===== src/lpfr_pkg.sv =====
// Shared types and constants for the LRU page frame replacer.
`timescale 1ns / 1ps
`default_nettype none

package lpfr_pkg;

    // Frame set geometry.
    localparam int FRAMES  = 8;
    localparam int FRAME_W = (FRAMES > 1) ? $clog2(FRAMES) : 1;
    localparam int RANK_W  = FRAME_W;
    localparam int PAGE_W  = 8;
    localparam int CFG_W   = 4;
    localparam int FAULT_W = 16;

    localparam logic [RANK_W-1:0]  RANK_MAX  = RANK_W'(FRAMES - 1);
    localparam logic [CFG_W-1:0]   CFG_RESET = CFG_W'(8);
    localparam logic [FAULT_W-1:0] FAULT_MAX = {FAULT_W{1'b1}};

    // Result codes.
    typedef enum logic [1:0] {
        OUT_HIT   = 2'd0,
        OUT_FILL  = 2'd1,
        OUT_EVICT = 2'd2
    } t_outcome;

    typedef logic [FRAMES-1:0][PAGE_W-1:0] t_page_vec;
    typedef logic [FRAMES-1:0][RANK_W-1:0] t_rank_vec;

    // Lookup result for one reference.
    typedef struct packed {
        t_outcome           outcome;
        logic [FRAME_W-1:0] frame;
        logic [FRAMES-1:0]  active;
    } t_decision;

    // Update request to the frame table.
    typedef struct packed {
        logic               en;
        logic               fill;
        logic [FRAMES-1:0]  active;
        logic [FRAME_W-1:0] frame;
        logic [PAGE_W-1:0]  page;
    } t_update;

endpackage

`default_nettype wire


===== src/lru_page_frame_replacer_core.sv =====
// Top level of the LRU page frame replacer.
// A word passes the input register and then the result register before its result strobe.
// Throughput: one word per cycle; the lookup is combinational and the rank update is written with the result.
// busy is always low and results are never held off, so the receiver cannot stall.
// Reset (synchronous, active low) clears all frames, ranks and the fault count,
// and sets the frame limit to eight; no clearing pass is needed.
`timescale 1ns / 1ps
`default_nettype none

module lru_page_frame_replacer_core
    import lpfr_pkg::*;
(
    input  wire logic               i_clk,
    input  wire logic               i_rst_n,
    input  wire logic               start,
    output logic                    busy,
    input  wire logic [PAGE_W-1:0]  i_page,
    input  wire logic               i_cfg_we,
    input  wire logic [CFG_W-1:0]   i_cfg_wdata,
    output logic                    o_valid,
    output logic [1:0]              o_outcome,
    output logic [FRAME_W-1:0]      o_frame,
    output logic [PAGE_W-1:0]       o_evicted_page,
    output logic [FAULT_W-1:0]      o_fault_total
);

    logic               r_in_valid;
    logic [PAGE_W-1:0]  r_in_page;
    logic [CFG_W-1:0]   r_limit;
    logic [FAULT_W-1:0] r_fault;
    logic [FAULT_W-1:0] n_fault;
    logic               r_out_valid;
    t_outcome           r_outcome;
    logic [FRAME_W-1:0] r_frame;
    logic [PAGE_W-1:0]  r_evicted;
    logic [PAGE_W-1:0]  n_evicted;

    logic [FRAMES-1:0]  tbl_valid;
    t_page_vec          tbl_pages;
    t_rank_vec          tbl_ranks;
    t_decision          decision;
    t_update            upd;

    // A word is taken whenever start is high.
    assign busy = 1'b0;

    // Input register.
    always_ff @(posedge i_clk) begin
        if (!i_rst_n) begin
            r_in_valid <= 1'b0;
        end else begin
            r_in_valid <= start;
        end
    end

    always_ff @(posedge i_clk) begin
        if (start) begin
            r_in_page <= i_page;
        end
    end

    // Frame limit register.
    always_ff @(posedge i_clk) begin
        if (!i_rst_n) begin
            r_limit <= CFG_RESET;
        end else if (i_cfg_we) begin
            r_limit <= i_cfg_wdata;
        end
    end

    lpfr_lookup u_lookup (
        .i_limit    (r_limit),
        .i_page     (r_in_page),
        .i_valid    (tbl_valid),
        .i_pages    (tbl_pages),
        .i_ranks    (tbl_ranks),
        .o_decision (decision)
    );

    // Update request for the frame table.
    always_comb begin
        upd.en     = r_in_valid;
        upd.fill   = (decision.outcome == OUT_FILL);
        upd.active = decision.active;
        upd.frame  = decision.frame;
        upd.page   = r_in_page;
    end

    lpfr_frame_table u_table (
        .i_clk   (i_clk),
        .i_rst_n (i_rst_n),
        .i_upd   (upd),
        .o_valid (tbl_valid),
        .o_pages (tbl_pages),
        .o_ranks (tbl_ranks)
    );

    // Saturating fault count and the evicted page.
    always_comb begin
        n_fault = r_fault;
        if (r_in_valid && (decision.outcome != OUT_HIT) && (r_fault != FAULT_MAX)) begin
            n_fault = r_fault + 1'b1;
        end
        if (decision.outcome == OUT_EVICT) begin
            n_evicted = tbl_pages[decision.frame];
        end else begin
            n_evicted = '0;
        end
    end

    always_ff @(posedge i_clk) begin
        if (!i_rst_n) begin
            r_fault     <= '0;
            r_out_valid <= 1'b0;
        end else begin
            r_fault     <= n_fault;
            r_out_valid <= r_in_valid;
        end
    end

    // Result register.
    always_ff @(posedge i_clk) begin
        if (r_in_valid) begin
            r_outcome <= decision.outcome;
            r_frame   <= decision.frame;
            r_evicted <= n_evicted;
        end
    end

    assign o_valid        = r_out_valid;
    assign o_outcome      = r_outcome;
    assign o_frame        = r_frame;
    assign o_evicted_page = r_evicted;
    assign o_fault_total  = r_fault;

    // Every accepted word yields a result after the input and result registers.
    a_result_follows: assert property (@(posedge i_clk) disable iff (!i_rst_n)
        (start && !busy) |=> ##1 o_valid)
        else $error("accepted word produced no result");

    // A hit leaves the fault count alone.
    a_hit_no_fault: assert property (@(posedge i_clk) disable iff (!i_rst_n)
        (o_valid && (o_outcome == OUT_HIT)) |-> (o_fault_total == $past(o_fault_total)))
        else $error("fault count moved on a hit");

    // A fault below saturation bumps the count by one.
    a_fault_counts: assert property (@(posedge i_clk) disable iff (!i_rst_n)
        (o_valid && (o_outcome != OUT_HIT) && ($past(o_fault_total) != FAULT_MAX))
            |-> (o_fault_total == FAULT_W'($past(o_fault_total) + 1'b1)))
        else $error("fault count not incremented");

    // Only a replacement reports an evicted page.
    a_evict_zero: assert property (@(posedge i_clk) disable iff (!i_rst_n)
        (o_valid && (o_outcome != OUT_EVICT)) |-> (o_evicted_page == '0))
        else $error("evicted page reported without replacement");

endmodule

`default_nettype wire


===== src/lpfr_lookup.sv =====
// Parallel tag match, empty-frame search and LRU victim selection.
`timescale 1ns / 1ps
`default_nettype none

module lpfr_lookup
    import lpfr_pkg::*;
(
    input  wire logic [CFG_W-1:0]  i_limit,
    input  wire logic [PAGE_W-1:0] i_page,
    input  wire logic [FRAMES-1:0] i_valid,
    input  wire t_page_vec         i_pages,
    input  wire t_rank_vec         i_ranks,
    output t_decision              o_decision
);

    logic [CFG_W-1:0]   limit_eff;
    logic [FRAMES-1:0]  active;
    logic               hit_found;
    logic [FRAME_W-1:0] hit_idx;
    logic               empty_found;
    logic [FRAME_W-1:0] empty_idx;
    logic               vic_found;
    logic [FRAME_W-1:0] vic_idx;
    logic [RANK_W-1:0]  vic_rank;

    // Clamp the frame limit to the range one to FRAMES.
    always_comb begin
        if (i_limit == '0) begin
            limit_eff = CFG_W'(1);
        end else if (i_limit > CFG_W'(FRAMES)) begin
            limit_eff = CFG_W'(FRAMES);
        end else begin
            limit_eff = i_limit;
        end
    end

    // Scan the frames in use: lowest match, lowest empty, lowest oldest.
    always_comb begin
        active      = '0;
        hit_found   = 1'b0;
        hit_idx     = '0;
        empty_found = 1'b0;
        empty_idx   = '0;
        vic_found   = 1'b0;
        vic_idx     = '0;
        vic_rank    = '0;
        for (int i = 0; i < FRAMES; i++) begin
            if (CFG_W'(i) < limit_eff) begin
                active[i] = 1'b1;
                if (i_valid[i]) begin
                    if (!hit_found && (i_pages[i] == i_page)) begin
                        hit_found = 1'b1;
                        hit_idx   = FRAME_W'(i);
                    end
                    if (!vic_found || (i_ranks[i] > vic_rank)) begin
                        vic_found = 1'b1;
                        vic_idx   = FRAME_W'(i);
                        vic_rank  = i_ranks[i];
                    end
                end else if (!empty_found) begin
                    empty_found = 1'b1;
                    empty_idx   = FRAME_W'(i);
                end
            end
        end
    end

    // Pick the outcome: hit first, then fill, else replace the victim.
    always_comb begin
        o_decision.active = active;
        if (hit_found) begin
            o_decision.outcome = OUT_HIT;
            o_decision.frame   = hit_idx;
        end else if (empty_found) begin
            o_decision.outcome = OUT_FILL;
            o_decision.frame   = empty_idx;
        end else begin
            o_decision.outcome = OUT_EVICT;
            o_decision.frame   = vic_idx;
        end
    end

endmodule

`default_nettype wire


===== src/lpfr_frame_table.sv =====
// Frame table: valid bits, resident pages and recency ranks.
`timescale 1ns / 1ps
`default_nettype none

module lpfr_frame_table
    import lpfr_pkg::*;
(
    input  wire logic        i_clk,
    input  wire logic        i_rst_n,
    input  wire t_update     i_upd,
    output logic [FRAMES-1:0] o_valid,
    output t_page_vec        o_pages,
    output t_rank_vec        o_ranks
);

    logic [FRAMES-1:0] r_valid;
    logic [FRAMES-1:0] n_valid;
    t_rank_vec         r_rank;
    t_rank_vec         n_rank;
    t_page_vec         r_page;
    logic [RANK_W-1:0] bound;

    // Rank of the chosen frame; younger frames age past it.
    assign bound = r_rank[i_upd.frame];

    // Next ranks and valid bits.
    always_comb begin
        n_valid = r_valid;
        n_rank  = r_rank;
        if (i_upd.en) begin
            for (int i = 0; i < FRAMES; i++) begin
                if (i_upd.active[i] && r_valid[i]
                        && (i_upd.fill || (r_rank[i] < bound))
                        && (r_rank[i] != RANK_MAX)) begin
                    n_rank[i] = r_rank[i] + 1'b1;
                end
            end
            n_rank[i_upd.frame]  = '0;
            n_valid[i_upd.frame] = 1'b1;
        end
    end

    // Control state with reset.
    always_ff @(posedge i_clk) begin
        if (!i_rst_n) begin
            r_valid <= '0;
            r_rank  <= '0;
        end else begin
            r_valid <= n_valid;
            r_rank  <= n_rank;
        end
    end

    // Resident pages; read only behind a set valid bit.
    always_ff @(posedge i_clk) begin
        if (i_upd.en) begin
            r_page[i_upd.frame] <= i_upd.page;
        end
    end

    assign o_valid = r_valid;
    assign o_pages = r_page;
    assign o_ranks = r_rank;

    // The frame just used is valid and most recent.
    a_used_is_newest: assert property (@(posedge i_clk) disable iff (!i_rst_n)
        ($past(i_rst_n) && $past(i_upd.en))
            |-> (r_valid[$past(i_upd.frame)] && (r_rank[$past(i_upd.frame)] == '0)))
        else $error("used frame not marked most recent");

    // Frame zero, while invalid and not chosen, keeps rank zero.
    a_invalid_rank: assert property (@(posedge i_clk) disable iff (!i_rst_n)
        (!r_valid[0]) |-> (r_rank[0] == '0))
        else $error("invalid frame carries a nonzero rank");

endmodule

`default_nettype wire

===== config.mk =====
export PLATFORM = sky130hd
export DESIGN_NAME = lru_page_frame_replacer_core
export DESIGN_NICKNAME = d
export VERILOG_FILES = /design/src/lpfr_pkg.sv /design/src/lru_page_frame_replacer_core.sv /design/src/lpfr_lookup.sv /design/src/lpfr_frame_table.sv
export SDC_FILE = /design/constraint.sdc
export NUM_CORES = 1
export LEC_CHECK = 0
export BUFFER_PORTS_ARGS = -buffer_cell sky130_fd_sc_hd__buf_2
export CAP_MARGIN = 10
export CORE_UTILIZATION = 45
export CTS_BUF_LIST = sky130_fd_sc_hd__clkbuf_2 sky130_fd_sc_hd__clkbuf_4 sky130_fd_sc_hd__clkbuf_8
export DETAILED_ROUTE_END_ITERATION = 8
export MAX_ROUTING_LAYER = met4
export PLACE_DENSITY = 0.71
export SLEW_MARGIN = 0
export SYNTH_ARGS = -nofsm -noshare
export SYNTH_HDL_FRONTEND = slang
export SYNTH_SLANG_ARGS = --single-unit

===== constraint.sdc =====
create_clock -name i_clk -period 13.5 [get_ports i_clk]
set_clock_uncertainty 0.1 [all_clocks]
set_input_delay 2.025 -clock i_clk [delete_from_list [all_inputs] [get_ports i_clk]]
set_output_delay 2.025 -clock i_clk [all_outputs]
set_load 0.01 [all_outputs]

After elaboration in Yosys (flattened, before gate mapping)
Cells that the tools add are included. Widths: inputs -> output; s select.

Register bits: 139. Output and inout bits: 31.

Add/subtract/negate cells: 9. Eq/ne operators: 19. Magnitude comparators: 26. Bitwise gates (word level): 3. Mux-type cells: 182. Reductions and logical operators: 65.

Operators with widths (count): $mux 3 (98); $mux 1 (72); $bwmux 64 (1); $eq 8x8->1 (8); $logic_and 1x1->1 (34); $add 3x1->3 const B (8); $and 24x24->24 (1); $bmux 8 s3 (1); $demux 8 s3 (1); $lt 3x3->1 (8); $ne 3x3->1 const B (8); $not 24->24 (1); $gt 3x3->1 (7); $add 16x1->16 const B (1); $lt 3x4->1 const A (4); $mux 8 (2); $ne 16x16->1 const B (1); $logic_or 1x1->1 (15); $logic_not 1->1 (14); $mux 5 (2); $bmux 3 s3 (1); $demux 3 s3 (1); $lt 1x4->1 const A (2); $lt 2x4->1 const A (2); other kinds (10) (11).

Logic depth before layout (Yosys ltp)
Depth after elaboration: 51. Gate-level depth with buffers: 62. Mapped depth without buffers: 58.

Modules after synthesis
A second synthesis with hierarchy kept.

Cells, all modules: 853. Area, all modules: 8764.7 µm².

Modules (own cells, without submodules): lpfr_frame_table (cells an instance 375, seq. area each 2562.5 µm², area an instance 4458.0 µm², times used 1); lru_page_frame_replacer_core (cells an instance 177, seq. area each 1071.0 µm², area an instance 2175.8 µm², times used 1); lpfr_lookup (cells an instance 301, seq. area each 0.0 µm², area an instance 2130.8 µm², times used 1).

Least setup slack after synthesis
Ideal clock, no wire load.

Path type: register -> register. Start: reg u_table.r_valid[0], in the netlist u_table.o_valid[0]. End: reg u_table.r_rank (netlist bit u_table.o_ranks[10]). Arrival: 11.258 ns. Path slack: 2.047 ns. Path buffers: 4. Cell stages (with the launch flop): 59. Path through: dfxtp_1 > buf_2 > clkbuf_1 > nand2_1 > ha_1 > nand2_1 > o211ai_1 > nand3_1 > o21ai_0 > inv_1 > ha_1 > a211oi_1 > o22ai_1 > nand3_1 > mux2i_1 > ha_1 > a211oi_1 > a2bb2oi_1 > [... 23 more ...] > nor2b_1 > o21a_1 > o21ai_0 > nand2_1 > a211oi_2 > o31ai_4 > nand2_2 > clkbuf_1 > clkbuf_1 > nand2_1 > o211ai_1 > o221ai_1 > ha_1 > a211oi_1 > nand2_1 > o211a_1 > or4b_1 > o311ai_1.

Word-level cells in the longest chain between the ends: 48.

RTL lines: start: declaration (RTL line lpfr_frame_table.sv:16) `logic [FRAMES-1:0] r_valid;`; start signal: assignment (RTL line lpfr_frame_table.sv:49) `r_valid <= n_valid;`; $mux 3 / $mux 1 (equally long branches) (RTL line lpfr_lookup.sv:50) `if (i_valid[i]) begin`; $mux 3 / $mux 1 (equally long branches) (RTL line lpfr_lookup.sv:48) `if (CFG_W'(i) < limit_eff) begin`; $gt 3x3->1 / $logic_not 1->1 (equally long branches) (RTL line lpfr_lookup.sv:55) `if (!vic_found || (i_ranks[i] > vic_rank)) begin`; $logic_or 1x1->1 (RTL line lpfr_lookup.sv:55); $mux 3 / $mux 1 (equally long branches) (RTL line lpfr_lookup.sv:55); $mux 3 / $mux 1 (equally long branches) (RTL line lpfr_lookup.sv:50); $mux 3 / $mux 1 (equally long branches) (RTL line lpfr_lookup.sv:48); $gt 3x3->1 / $logic_not 1->1 (equally long branches) (RTL line lpfr_lookup.sv:55); [... 32 more ...]; $mux 3 (not written as such) (RTL line lpfr_frame_table.sv:24) `assign bound = r_rank[i_upd.frame];`; $lt 3x3->1 (RTL line lpfr_frame_table.sv:33) `&& (i_upd.fill || (r_rank[i] < bound))`; $logic_or 1x1->1 (RTL line lpfr_frame_table.sv:33); $logic_and 1x1->1 (RTL line lpfr_frame_table.sv:33); $logic_and 1x1->1 (RTL line lpfr_frame_table.sv:34) `&& (r_rank[i] != RANK_MAX)) begin`; $mux 3 (RTL line lpfr_frame_table.sv:32) `if (i_upd.active[i] && r_valid[i]`; $mux 3 (RTL line lpfr_frame_table.sv:30) `if (i_upd.en) begin`; $and 24x24->24 (no line) (*); end signal: assignment (RTL line lpfr_frame_table.sv:50) `r_rank <= n_rank;`; end: declaration (RTL line lpfr_frame_table.sv:18) `t_rank_vec r_rank;`.

Every way passes the cells marked *; elsewhere a longest branch is shown, timed or not. The select of a mux whose other input is x is not followed. A chain may end at the register's enable or synchronous reset.

Worst setup path in the final report
Start: reg u_table.r_valid[0], in the netlist u_table.o_valid[0]. End: reg u_table.r_rank (netlist bit u_table.o_ranks[17]).

The elaborated chain is that of the path after synthesis.

==> out/qor.json <==
{
  "die_w_um": 141,
  "crit-reg2reg-launch": "u_table.o_valid[0]",
  "hold_start": "u_table.o_valid[6]",
  "cts_sinks": 139,
  "timing_max_transition_violations_final": 0,
  "rr_endpoint": "u_table.o_ranks[17]",
  "cts_hold_buf": 0,
  "leakagePower_uw": 0.00348,
  "largest_net_degree_at_the_start_of_global_routing": 55,
  "endpoint_class_of_the_critical_path": "register",
  "max-clock-path-buffers": 2,
  "dpl_hpwl_mm": 17.2,
  "first_pass_iters": 8,
  "required_ns": 13.76,
  "stdcell_count": 1201,
  "root_buffer": "sky130_fd_sc_hd__clkbuf_8",
  "tritoncts": "built",
  "wl_mm": 24.2,
  "grt_pass1_vias": 6577,
  "postSynthAreaPerCell_um2": 9.75,
  "drt_drc_violations_left": 0,
  "fp.dieArea_um2": 19900,
  "crit_type": "reg -> reg",
  "initial_antenna_violation_count": 0,
  "gr-total-overflow": 0,
  "rrSetupSlack_ns": 0.86,
  "final_min_period_over_clock_period": 0.936,
  "floorplan.die.height_um": 141,
  "slew_headroom": 0.227,
  "rsz0062_at_grt": "no",
  "vdd_ir_drop_max_uv": 94.7,
  "antenna_cells_inserted": 0,
  "numCtsBuffers": 17,
  "route.antenna.remaining_nets": 0,
  "postSynthNetCount": 955,
  "syn_inst": 893,
  "area_growth_syn_to_layout_pct": 10.2,
  "vias_per_cell": 6.06,
  "synth.cell_area_um2": 8700,
  "synthesis.yosys.warnings": 0,
  "finalSetupTns_ns": 0,
  "clk_transition_reported_paths_ns": 0.09,
  "most_used_cell_along_the_critical_path": "sky130_fd_sc_hd__ha_1",
  "whs_path_depth": 2,
  "cpMaxStageDelayCell": "sky130_fd_sc_hd__a222oi_1",
  "worstMarginPinSlew_ns": 1.15,
  "clkLatencyLatePin_ns": 0.47,
  "design.core.area_um2": 18800,
  "placer_congestion_estimate": 0.941,
  "port-buffer-count": 45,
  "final_hold_viol_count": 0,
  "r2r.worst_path.cells": 56,
  "post_route_cells_drive_above_1_share": 0.124,
  "report.final.setup_viol": 0,
  "grt_pass1_wl_mm": 37.4,
  "maxCapViolCount": 0,
  "worst_setup_path_start_kind": "register",
  "max_freq_mhz": 79.1,
  "dr_total_vias": 7276,
  "critPathMaxStageDelay_ns": 0.61,
  "dominantRegCellSynth": "sky130_fd_sc_hd__edfxtp_1",
  "initial_core_utilization": 0.462,
  "num_rows": 50,
  "synth-seq-area-share": 0.417,
  "worst_hold_path.endpoint": "u_table.o_valid[6]",
  "total_of_flip_flops_plus_latches_after_synthesis": 139,
  "finish.net_count": 990,
  "cts.htree.levels": 4,
  "run_status": "completed",
  "synth-edff-count": 85,
  "final_util": 0.509,
  "synth_unique_cells": 86,
  "synth_async_sr_flop_share": 0,
  "grt.total_usage": 0.256,
  "dp.cells": 1169,
  "timing.hold.worst.class": "reg -> reg",
  "powerDensity_nw_per_um2": 97.7,
  "ios": 47,
  "worst_ep_arrival_time_ns": 12.89,
  "routed_wire_length_per_instance_um": 20.1,
  "period_minus_ws_final_ns": 12.64,
  "drt_iter0_drc": 743,
  "crit_path_max_fanout": 16
}
through the flow:
| stage | instance area (µm²) | power (µW) | hold WS [ns] | setup slack, ns |
|---|---|---|---|---|
| floorplan | 8700 | 543 | 0.358 | 2.05 |
| global placement | 9160 | 571 | 0.379 | 1.17 |
| detailed placement | 9160 | 572 | 0.405 | 0.800 |
| CTS | 9580 | 937 | 0.421 | 0.758 |
| global route | 9590 | 964 | 0.443 | 0.0141 |
| finish | 9590 | 937 | 0.418 | 0.862 |
cell type report:
type	count	area, µm²
Fill cell	1720	9240
Timing Repair Buffer	57	315
Tap cell	260	325
Multi-Input combinational cell	675	4760
Clock buffer	19	249
Sequential cell	139	3630
Clock inverter	13	165
Inverter	38	143
registers in the layout, indices dropped and copies added (netlist names):
register         count
o_evicted_page       8
o_fault_total       16
o_frame              3
o_outcome            2
o_valid              1
r_in_page            8
r_in_valid           1
r_limit              4
u_table.o_pages     64
u_table.o_ranks     24
u_table.o_valid      8
critical path, delay by kind of cell (launching register included):
family | cells | cell delay [ns]
compound gates | 26 | 5.91
fa+ha+maj | 8 | 2.10
buf+inv | 5 | 0.87
flops | 1 | 0.45
mux | 3 | 0.91
simple gates | 14 | 2.17
how the worst max path moves through the flow:
stage	endpoint	slack, ns	from	cells after the start
after floorplan	u_table.o_ranks[10]	2.05	u_table.o_valid[0]	58
after global placement	u_table.o_ranks[15]	1.17	u_table.o_valid[0]	56
after detailed placement	u_table.o_ranks[17]	0.80	u_table.o_valid[0]	56
after CTS	u_table.o_ranks[17]	0.76	u_table.o_valid[0]	56
after global routing	u_table.o_ranks[17]	0.01	u_table.o_valid[0]	57
final	u_table.o_ranks[17]	0.86	u_table.o_valid[0]	56
placed cells by master (no fill, tap or decap), types with 17 or more instances in the layout:
cell                       instances
sky130_fd_sc_hd__a21oi_1          19
sky130_fd_sc_hd__and3_1           20
sky130_fd_sc_hd__buf_2            45
sky130_fd_sc_hd__clkbuf_8         17
sky130_fd_sc_hd__dfxtp_1          54
sky130_fd_sc_hd__edfxtp_1         85
sky130_fd_sc_hd__ha_1             46
sky130_fd_sc_hd__inv_1            36
sky130_fd_sc_hd__mux2i_1          26
sky130_fd_sc_hd__nand2_1          97
sky130_fd_sc_hd__nand3_1          55
sky130_fd_sc_hd__nor2_1           65
sky130_fd_sc_hd__o211ai_1         27
sky130_fd_sc_hd__o21ai_0          29
sky130_fd_sc_hd__xnor2_1          52
sky130_fd_sc_hd__xor2_1           26
layer usage:
metal / share of wire / wire (µm) / vias to the layer above / global-route usage
met1: 0.46 / 11000 / 3494 / 0.356
met2: 0.44 / 10600 / 336 / 0.368
met3: 0.077 / 1850 / 42 / 0.0465
li1: - / - / 3404 / -
met4: 0.025 / 614 / 0 / 0.0978
met5: 0 / 0 / - / -
cells in the mapped netlist (all sizes together) (3+ instances only):
cell type | number | share of area
dfxtp | 54 | 0.12
nand2b | 5 | 0.0039
ha | 46 | 0.066
or2 | 5 | 0.0039
and2 | 9 | 0.0065
nor3 | 15 | 0.0099
nor2 | 66 | 0.029
o2111ai | 12 | 0.012
mux2i | 26 | 0.030
nor2b | 6 | 0.0043
a222oi | 7 | 0.0080
inv | 38 | 0.016
xnor2 | 52 | 0.052
o21ai | 34 | 0.020
o21a | 14 | 0.012
nor4 | 7 | 0.0082
and4 | 4 | 0.0040
edfxtp | 85 | 0.29
xor2 | 26 | 0.026
clkbuf | 24 | 0.010
nand4 | 14 | 0.010
a31oi | 6 | 0.0043
o221ai | 4 | 0.0040
o41ai | 3 | 0.0039
a2111oi | 5 | 0.0072
a22oi | 5 | 0.0043
o211ai | 27 | 0.023
a32oi | 5 | 0.0059
maj3 | 5 | 0.0057
and3 | 20 | 0.014
buf | 17 | 0.010
a311oi | 4 | 0.0055
a22o | 7 | 0.0070
nand3 | 55 | 0.032
o31ai | 3 | 0.0057
o22ai | 3 | 0.0022
a21oi | 22 | 0.016
a211o | 5 | 0.0050
o311ai | 3 | 0.0030
nand2 | 99 | 0.043
mux2 | 3 | 0.0039
a211oi | 10 | 0.0092
logic make-up (layout without fill, tap and decap cells):
group | after synthesis | count (layout) | share of synthesized area
other | 1 | 1 | 0.000431
AND/OR/NAND/NOR | 319 | 319 | 0.183
AO/OA/AOI/OAI | 197 | 197 | 0.178
buffers and inverters | 79 | 127 | 0.0372
flip-flops | 139 | 139 | 0.417
XOR/XNOR | 78 | 78 | 0.0785
multiplexers | 29 | 29 | 0.0338
adder cells (fa/ha/maj) | 51 | 51 | 0.0719
report_power, final:
group | switching (µW) | total [µW] | internal (µW)
logic | 55.5 | 88.2 | 32.7
registers | 17.4 | 476 | 459
clock network | 184 | 373 | 189
total | 257 | 937 | 680
what timing repair did:
item | 4_1_cts | 5_1_grt
setup buffers | 0 | 0
resized for setup | 0 | 2
setup endpoints to repair | 0 | 12
Note: power is estimated with default switching activity, not from simulation.
